## config.mk

```make
export PLATFORM = sky130hd
export DESIGN_NAME = banked_interrupt_controller
export DESIGN_NICKNAME = d
export VERILOG_FILES = /design/src/bic_pkg.sv /design/src/banked_interrupt_controller.sv
export VERILOG_INCLUDE_DIRS = /design/src /design/src/src
export SDC_FILE = /design/constraint.sdc
export NUM_CORES = 1
export LEC_CHECK = 0
export ABC_AREA = 0
export BUFFER_PORTS_ARGS = -buffer_cell sky130_fd_sc_hd__clkbuf_2
export CAP_MARGIN = 20
export CORE_MARGIN = 4
export CORE_UTILIZATION = 40
export DETAILED_ROUTE_END_ITERATION = 10
export MAX_ROUTING_LAYER = met4
export SLEW_MARGIN = 25
export SYNTH_ARGS = -nofsm -noshare
export SYNTH_HDL_FRONTEND = slang
export SYNTH_SLANG_ARGS = --single-unit
```

## constraint.sdc

```tcl
create_clock -name i_clk -period 10.3 [get_ports i_clk]
set_input_delay 1.03 -clock i_clk [delete_from_list [all_inputs] [get_ports i_clk]]
set_output_delay 1.03 -clock i_clk [all_outputs]
set_load 0.005 [all_outputs]
```

## src/banked_interrupt_controller_assert.svh

```systemverilog
// Assertion macros shared by the interrupt controller RTL.
`ifndef BANKED_INTERRUPT_CONTROLLER_ASSERT_SVH
`define BANKED_INTERRUPT_CONTROLLER_ASSERT_SVH

// Same-cycle implication, checked on every clock once out of reset.
`define BIC_ASSERT_IMP(label, ante, cons, msg) \
    label: assert property (@(posedge i_clk) disable iff (!i_rst_n) \
        (ante) |-> (cons)) else $error(msg);

// Next-cycle implication, checked on every clock once out of reset.
`define BIC_ASSERT_NXT(label, ante, cons, msg) \
    label: assert property (@(posedge i_clk) disable iff (!i_rst_n) \
        (ante) |=> (cons)) else $error(msg);

`endif

```

## src/bic_pkg.sv

```systemverilog
// Package: widths, request and register codes, priority encoder for the controller.
package bic_pkg;

    localparam int BASIC_W   = 8;
    localparam int BANK_W    = 32;
    localparam int NUM_W     = 7;
    localparam int LINE_W    = 5;
    localparam int REQ_W     = 2;
    localparam int SUMMARY_W = 10;
    localparam int CFG_IDX_W = 2;
    localparam int CFG_W     = 32;

    // Request codes; code 3 is unused and behaves as a sample
    typedef enum logic [REQ_W-1:0] {
        REQ_SAMPLE  = 2'd0,
        REQ_ENABLE  = 2'd1,
        REQ_DISABLE = 2'd2
    } t_req;

    // Bank codes, upper two bits of an interrupt number
    localparam logic [1:0] BANK_BASIC = 2'd0;
    localparam logic [1:0] BANK_ONE   = 2'd1;
    localparam logic [1:0] BANK_TWO   = 2'd2;
    localparam logic [1:0] BANK_NONE  = 2'd3;

    // Configuration register indexes
    localparam logic [CFG_IDX_W-1:0] CFG_VALID_BASIC = 2'd0;
    localparam logic [CFG_IDX_W-1:0] CFG_VALID_BANK1 = 2'd1;
    localparam logic [CFG_IDX_W-1:0] CFG_VALID_BANK2 = 2'd2;

    // Index of the lowest set bit; 31 for an all-zero word
    function automatic logic [LINE_W-1:0] lowest_bit(input logic [BANK_W-1:0] w);
        logic [LINE_W-1:0] n;
        n = LINE_W'(BANK_W - 1);
        for (int i = BANK_W - 1; i >= 0; i--) begin
            if (w[i]) begin
                n = LINE_W'(i);
            end
        end
        return n;
    endfunction

endpackage

```

## src/banked_interrupt_controller.sv

```systemverilog
// Top level: three-bank interrupt controller with lowest-number-first selection.
//
//  Channel  Direction  Handshake                Payload
//  in       to block   i_in_valid / o_in_ready  req_type, irq_number, raw lines
//  out      from block o_out_valid/ i_out_ready found, selected, summary, bad flag
//  cfg      to block   i_cfg_we (no wait)       index, data (valid masks)
//
// One transaction per cycle sustained while the output is not stalled; a result passes
// the pending-word register, then the result register, of the two-stage pipeline.
// Enable masks update at acceptance, before the pending words are formed.
// Synchronous active-low reset clears enables, valid masks and valid flags.
// A stalled output holds the result register; input stalls only once both
// stages are full.
module banked_interrupt_controller (
    input  logic                              i_clk,
    input  logic                              i_rst_n,
    // configuration
    input  logic                              i_cfg_we,
    input  logic [bic_pkg::CFG_IDX_W-1:0]     i_cfg_index,
    input  logic [bic_pkg::CFG_W-1:0]         i_cfg_data,
    // input channel
    input  logic                              i_in_valid,
    output logic                              o_in_ready,
    input  logic [bic_pkg::REQ_W-1:0]         i_req_type,
    input  logic [bic_pkg::NUM_W-1:0]         i_irq_number,
    input  logic [bic_pkg::BASIC_W-1:0]       i_raw_basic,
    input  logic [bic_pkg::BANK_W-1:0]        i_raw_bank1,
    input  logic [bic_pkg::BANK_W-1:0]        i_raw_bank2,
    // output channel
    output logic                              o_out_valid,
    input  logic                              i_out_ready,
    output logic                              o_irq_found,
    output logic [bic_pkg::NUM_W-1:0]         o_irq_selected,
    output logic [bic_pkg::SUMMARY_W-1:0]     o_basic_summary,
    output logic                              o_bad_request
);
    import bic_pkg::*;

    `include "banked_interrupt_controller_assert.svh"

    // configuration registers
    logic [BASIC_W-1:0] r_valid_basic;
    logic [BANK_W-1:0]  r_valid_bank1;
    logic [BANK_W-1:0]  r_valid_bank2;

    // enable state
    logic [BASIC_W-1:0] r_en_basic, n_en_basic;
    logic [BANK_W-1:0]  r_en_bank1, n_en_bank1;
    logic [BANK_W-1:0]  r_en_bank2, n_en_bank2;

    // stage one: pending words
    logic               r_s1_valid;
    logic [BASIC_W-1:0] r_p0;
    logic [BANK_W-1:0]  r_p1;
    logic [BANK_W-1:0]  r_p2;
    logic               r_s1_bad;

    // stage two: result register
    logic                 r_out_valid;
    logic                 r_found;
    logic [NUM_W-1:0]     r_sel;
    logic [SUMMARY_W-1:0] r_summary;
    logic                 r_bad;

    logic in_accept, s1_move, out_free;

    // handshake
    assign out_free   = !r_out_valid || i_out_ready;
    assign s1_move    = r_s1_valid && out_free;
    assign o_in_ready = !r_s1_valid || out_free;
    assign in_accept  = i_in_valid && o_in_ready;

    // configuration writes
    always_ff @(posedge i_clk) begin
        if (!i_rst_n) begin
            r_valid_basic <= '0;
            r_valid_bank1 <= '0;
            r_valid_bank2 <= '0;
        end else if (i_cfg_we) begin
            case (i_cfg_index)
                CFG_VALID_BASIC: r_valid_basic <= i_cfg_data[BASIC_W-1:0];
                CFG_VALID_BANK1: r_valid_bank1 <= i_cfg_data;
                CFG_VALID_BANK2: r_valid_bank2 <= i_cfg_data;
                default: ;
            endcase
        end
    end

    // enable update decode
    logic [1:0]        req_bank;
    logic [LINE_W-1:0] req_line;
    logic [BANK_W-1:0] line_bit;
    logic              is_upd, is_en, req_bad;

    always_comb begin
        req_bank = i_irq_number[NUM_W-1:LINE_W];
        req_line = i_irq_number[LINE_W-1:0];
        line_bit = BANK_W'(1) << req_line;
        is_en    = (i_req_type == REQ_ENABLE);
        is_upd   = is_en || (i_req_type == REQ_DISABLE);
        req_bad  = is_upd && (((req_bank == BANK_BASIC) && (req_line >= LINE_W'(BASIC_W)))
                              || (req_bank == BANK_NONE));

        n_en_basic = r_en_basic;
        n_en_bank1 = r_en_bank1;
        n_en_bank2 = r_en_bank2;
        if (is_upd && !req_bad) begin
            case (req_bank)
                BANK_BASIC: n_en_basic = is_en ? (r_en_basic | line_bit[BASIC_W-1:0])
                                               : (r_en_basic & ~line_bit[BASIC_W-1:0]);
                BANK_ONE:   n_en_bank1 = is_en ? (r_en_bank1 | line_bit)
                                               : (r_en_bank1 & ~line_bit);
                BANK_TWO:   n_en_bank2 = is_en ? (r_en_bank2 | line_bit)
                                               : (r_en_bank2 & ~line_bit);
                default: ;
            endcase
        end
    end

    // enable state and stage one valid
    always_ff @(posedge i_clk) begin
        if (!i_rst_n) begin
            r_en_basic <= '0;
            r_en_bank1 <= '0;
            r_en_bank2 <= '0;
            r_s1_valid <= 1'b0;
        end else begin
            if (in_accept) begin
                r_en_basic <= n_en_basic;
                r_en_bank1 <= n_en_bank1;
                r_en_bank2 <= n_en_bank2;
            end
            if (in_accept) begin
                r_s1_valid <= 1'b1;
            end else if (s1_move) begin
                r_s1_valid <= 1'b0;
            end
        end
    end

    // pending words use the updated enables
    always_ff @(posedge i_clk) begin
        if (in_accept) begin
            r_p0     <= i_raw_basic & n_en_basic;
            r_p1     <= i_raw_bank1 & n_en_bank1;
            r_p2     <= i_raw_bank2 & n_en_bank2;
            r_s1_bad <= req_bad;
        end
    end

    // summary and bank selection
    logic                 more1, more2, found;
    logic [1:0]           sel_bank;
    logic [BANK_W-1:0]    sel_bits;
    logic [NUM_W-1:0]     sel_num;
    logic [SUMMARY_W-1:0] summary;

    always_comb begin
        more1    = |r_p1;
        more2    = |r_p2;
        summary  = {more2, more1, r_p0};
        sel_bank = BANK_BASIC;
        sel_bits = '0;
        if (|r_p0) begin
            sel_bits = BANK_W'(r_p0 & r_valid_basic);
        end
        if ((sel_bits == '0) && more1) begin
            sel_bank = BANK_ONE;
            sel_bits = r_p1 & r_valid_bank1;
        end
        if ((sel_bits == '0) && more2) begin
            sel_bank = BANK_TWO;
            sel_bits = r_p2 & r_valid_bank2;
        end
        found   = |sel_bits;
        sel_num = found ? {sel_bank, lowest_bit(sel_bits)} : '0;
    end

    // result register
    always_ff @(posedge i_clk) begin
        if (!i_rst_n) begin
            r_out_valid <= 1'b0;
        end else if (s1_move) begin
            r_out_valid <= 1'b1;
        end else if (i_out_ready) begin
            r_out_valid <= 1'b0;
        end
    end

    always_ff @(posedge i_clk) begin
        if (s1_move) begin
            r_found   <= found;
            r_sel     <= sel_num;
            r_summary <= summary;
            r_bad     <= r_s1_bad;
        end
    end

    assign o_out_valid     = r_out_valid;
    assign o_irq_found     = r_found;
    assign o_irq_selected  = r_sel;
    assign o_basic_summary = r_summary;
    assign o_bad_request   = r_bad;

    // checks
    `BIC_ASSERT_IMP(a_none_is_zero, o_out_valid && !o_irq_found, o_irq_selected == '0,
        "no interrupt found but selection is nonzero")
    `BIC_ASSERT_IMP(a_bank_in_range, o_out_valid && o_irq_found,
        o_irq_selected[NUM_W-1:LINE_W] != BANK_NONE, "selected bank out of range")
    `BIC_ASSERT_IMP(a_basic_pending,
        o_out_valid && o_irq_found && (o_irq_selected[NUM_W-1:LINE_W] == BANK_BASIC),
        (o_irq_selected[4:3] == 2'd0) && o_basic_summary[o_irq_selected[2:0]],
        "basic selection not backed by a pending basic line")
    `BIC_ASSERT_IMP(a_bank1_summary,
        o_out_valid && o_irq_found && (o_irq_selected[NUM_W-1:LINE_W] == BANK_ONE),
        o_basic_summary[BASIC_W], "bank one selected without its summary bit")
    `BIC_ASSERT_NXT(a_stage_advance, r_s1_valid && out_free && !in_accept,
        !r_s1_valid && r_out_valid, "stage one did not drain into the result register")
endmodule

```

==> flow_metrics.env <==
export IMPL_grt_pass1_wl_um=61300
export IMPL_cts_buffers_inserted=26
export IMPL_dr_wl_met2_um=18400
export IMPL_reg2reg_depth=9
export IMPL_cts_resized=0
export IMPL_netSwitchingFraction_pct=24.7
export IMPL_synth_edf_count=92
export IMPL_utilization_pct=47.0
export IMPL_grt_pass1_vias=10080
export IMPL_intPower_w=0.00161
export IMPL_power_frac_comb_pct=9.9
export IMPL_top_layer="met4"
export IMPL_synthArstFlopShare_pct=0
export IMPL_cts_root_buf="clkbuf_16"
export IMPL_dr_wl_met3_um=2860
export IMPL_die_w_um=178
export IMPL_viasPerCell=5.86
export IMPL_cts_setup_buffers=0
export IMPL_period_share_pct=35.1
export IMPL_rsz0062_at_grt="no"
export IMPL_start_util_pct=40.5
export IMPL_die_height_um=178
export IMPL_num_vias=10562
export IMPL_drive_gt1_share_pct=15.2
export IMPL_num_antenna_cells=0
export IMPL_synth_top_area_share_pct=25.2
export IMPL_timing_fmax_ghz=0.277
export IMPL_finalCriticalPeriod_ns=3.61
export IMPL_syn_nets=1416
export IMPL_clk_pin_slew_worst_paths_ns=0.06
export IMPL_powerDensity_mw_per_mm2=160
export IMPL_rows=62
export IMPL_ys_types=62
export IMPL_final_cell_mix="nand2_1 (203), a21boi_0 (194), dfxtp_1 (146)"
export IMPL_io_pins=141
export IMPL_cp_end_kind="flop"
export IMPL_cts_sinks=238
export IMPL_worst_hold_path_type="flop to flop"
export IMPL_coreArea_mm2=0.0286
export IMPL_htree_num_levels=1
export IMPL_synth_area_per_cell_um2=8.94
export IMPL_synth_warnings=0
export IMPL_fin_tns_setup_ns=0
export IMPL_max_stage_delay_ns=0.47
export IMPL_io_buffers=140
export IMPL_worst_slew_pin_slew_ns=0.871
export IMPL_cp_max_fo=15
export IMPL_worst_path_stages=9
export IMPL_cap_violations=0
export IMPL_gr_total_overflow=0
export IMPL_clk_latency_ns=0.53
export IMPL_synth_seq_cells=238
export IMPL_cts_path_max_buffers=3
export IMPL_worst_setup_path_start_kind="flop"
export IMPL_clock_power_share_pct=42.0
export IMPL_worstHoldPathCells=0
export IMPL_drc=0
export IMPL_crit_top_cell="nand4_1"
export IMPL_cp_slowest_cell="edfxtp_1"
export IMPL_cp_required_ns=10.57
export IMPL_ant_nets=0
export IMPL_p_sw_w=0.000531
export IMPL_synth_area_top_cells="dfxtp_1 (25%), edfxtp_1 (24%), a21boi_0 (13%)"
export IMPL_area_growth_pct=16.1
export IMPL_gp_congestion=0.947
export IMPL_maxSlewViolCount=0
export IMPL_die_area_mm2=0.0317
export IMPL_cp_arrival_ns=3.89
export IMPL_finalSetupViolations=0
export IMPL_power_frac_seq_pct=48.1
export IMPL_yosysSeqAreaShare_pct=49.1
export IMPL_critPathKind="flop to flop"
export IMPL_synth_ff_type="dfxtp_1"
export IMPL_p_leak_nw=4.50
export IMPL_layout_commonest_cell="nand2_1"
export IMPL_cp_cell_sequence="a22oi_1 -> nand4_1 -> nor3_1 -> nand4_1 -> buf_4 -> o21ai_0 -> or2_4 -> nor4b_4 -> nor4_1"
export IMPL_synth_cells=1295
export IMPL_cts_tree="built"
export IMPL_wl_per_cell_um=22.4
export IMPL_routed_wl_um=40400
export IMPL_critPathBufInv=1
export IMPL_dp_hpwl_um=29100
export IMPL_fin_nets=1519
export IMPL_synth_top_area_cell="dfxtp_1"
export IMPL_antenna_found_initial=0
export IMPL_first_iter_violations=1083
export IMPL_dr_pass1_iters=6
export IMPL_grt_usage_pct=25.7
export IMPL_netlist_area_mm2=0.0116
export IMPL_irDropWorstVdd_uv=113
export IMPL_cts_hold_buf=0
export IMPL_status="complete, no violations"
export IMPL_wl_met1_um=18200
export IMPL_grt_max_degree=84
export IMPL_relSlewSlack_pct=41.8
export IMPL_finalHoldViolations=0
export IMPL_worst_clock_skew_ns=0.00898
export IMPL_path_delay_family="simple AND/OR/NAND/NOR gates"
layer usage:
layer  track usage [%]  vias to the layer above
met2              39.4                      446
met4              6.28                        0
met5                 -                        -
li1                  -                     4979
met1              36.4                     5077
met3              3.05                       60
cell type report:
cell class	count	area, µm²
flip-flops and latches	238	5690
inverters	6	22.5
well taps	384	480
fillers	2758	15200
clock buffers	38	758
multi-input cells	964	5560
repair buffers	162	868
clock inverters	10	67.6
power groups by stage:
stage	logic, W	registers [W]	clock network (W)
after global placement	0.000209	0.00105	0
after floorplan	0.000124	0.00104	0
after CTS	0.000210	0.00103	0.000921
final	0.000211	0.00103	0.000902
after global routing	0.000229	0.00103	0.000961
after detailed placement	0.000209	0.00105	0
synthesized netlist by cell type (2+ instances only):
| master | count |
|---|---|
| nand2_1 | 203 |
| a21boi_0 | 194 |
| dfxtp_1 | 146 |
| o21ai_0 | 145 |
| nand3_1 | 139 |
| edfxtp_1 | 92 |
| clkbuf_1 | 79 |
| a21oi_1 | 36 |
| nor2_1 | 30 |
| nor3_1 | 24 |
| a22oi_1 | 22 |
| nor3b_1 | 20 |
| nor4_1 | 16 |
| nor2b_1 | 14 |
| nand4_1 | 12 |
| a31oi_1 | 9 |
| mux2i_1 | 8 |
| nand3b_1 | 7 |
| and3b_1 | 6 |
| o22ai_1 | 6 |
| a32oi_1 | 5 |
| buf_2 | 5 |
| inv_1 | 5 |
| or3b_2 | 5 |
| and4_1 | 4 |
| o211ai_1 | 4 |
| or3_1 | 4 |
| a222oi_1 | 3 |
| and2_1 | 3 |
| and3_1 | 3 |
| o21bai_1 | 3 |
| a21o_1 | 2 |
| a221o_1 | 2 |
| a221oi_1 | 2 |
| a22o_1 | 2 |
| a32o_1 | 2 |
| a41oi_1 | 2 |
| buf_1 | 2 |
| nand2b_1 | 2 |
| o32ai_1 | 2 |
| or2_1 | 2 |
| or2_2 | 2 |
| or2_4 | 2 |
logic make-up after synthesis:
family                     count (synthesis)  share of synthesized area [%]
buffers and inverters                     93                           3.13
and+or+nand+nor                          503                           21.3
AOI/OAI and AO/OA                        452                           25.7
DFF                                      238                           49.1
adders and majority gates                  1                          0.108
muxes                                      8                          0.691
state kept, by name, indices dropped and copies added (netlist names), 8 cells and up:
| signal | flops |
|---|---|
| o_basic_summary | 10 |
| r_en_bank1 | 32 |
| r_en_bank2 | 32 |
| r_valid_basic | 8 |
| r_valid_bank2 | 32 |
| r_valid_bank1 | 32 |
| r_en_basic | 8 |
| r_p0 | 8 |
| r_p1 | 32 |
| r_p2 | 32 |
per-stage QoR:
| step | std cells | setup WS (ns) | hold slack, ns | instance area, µm² | total power [W] |
|---|---|---|---|---|---|
| 6_report | 1802 | 6.69 | 0.428 | 13400 | 0.00214 |
| 5_1_grt | 1802 | 6.50 | 0.440 | 13400 | 0.00222 |
| 4_1_cts | 1802 | 6.73 | 0.435 | 13400 | 0.00216 |
| 3_5_place_dp | 1754 | 6.64 | 0.421 | 12600 | 0.00126 |
| 3_3_place_gp | 1754 | 6.69 | 0.421 | 12600 | 0.00126 |
| 2_1_floorplan | 1295 | 6.21 | 0.400 | 11600 | 0.00117 |
final timing paths:
path / start / end / slack (ns)
min: r_s1_bad / o_bad_request / 0.43
max: r_p1[20] / o_irq_selected[1] / 6.69
min reg2reg: r_s1_bad / o_bad_request / 0.43
max reg2reg: r_p1[20] / o_irq_selected[1] / 6.69
(Power assumes the default switching activity.)
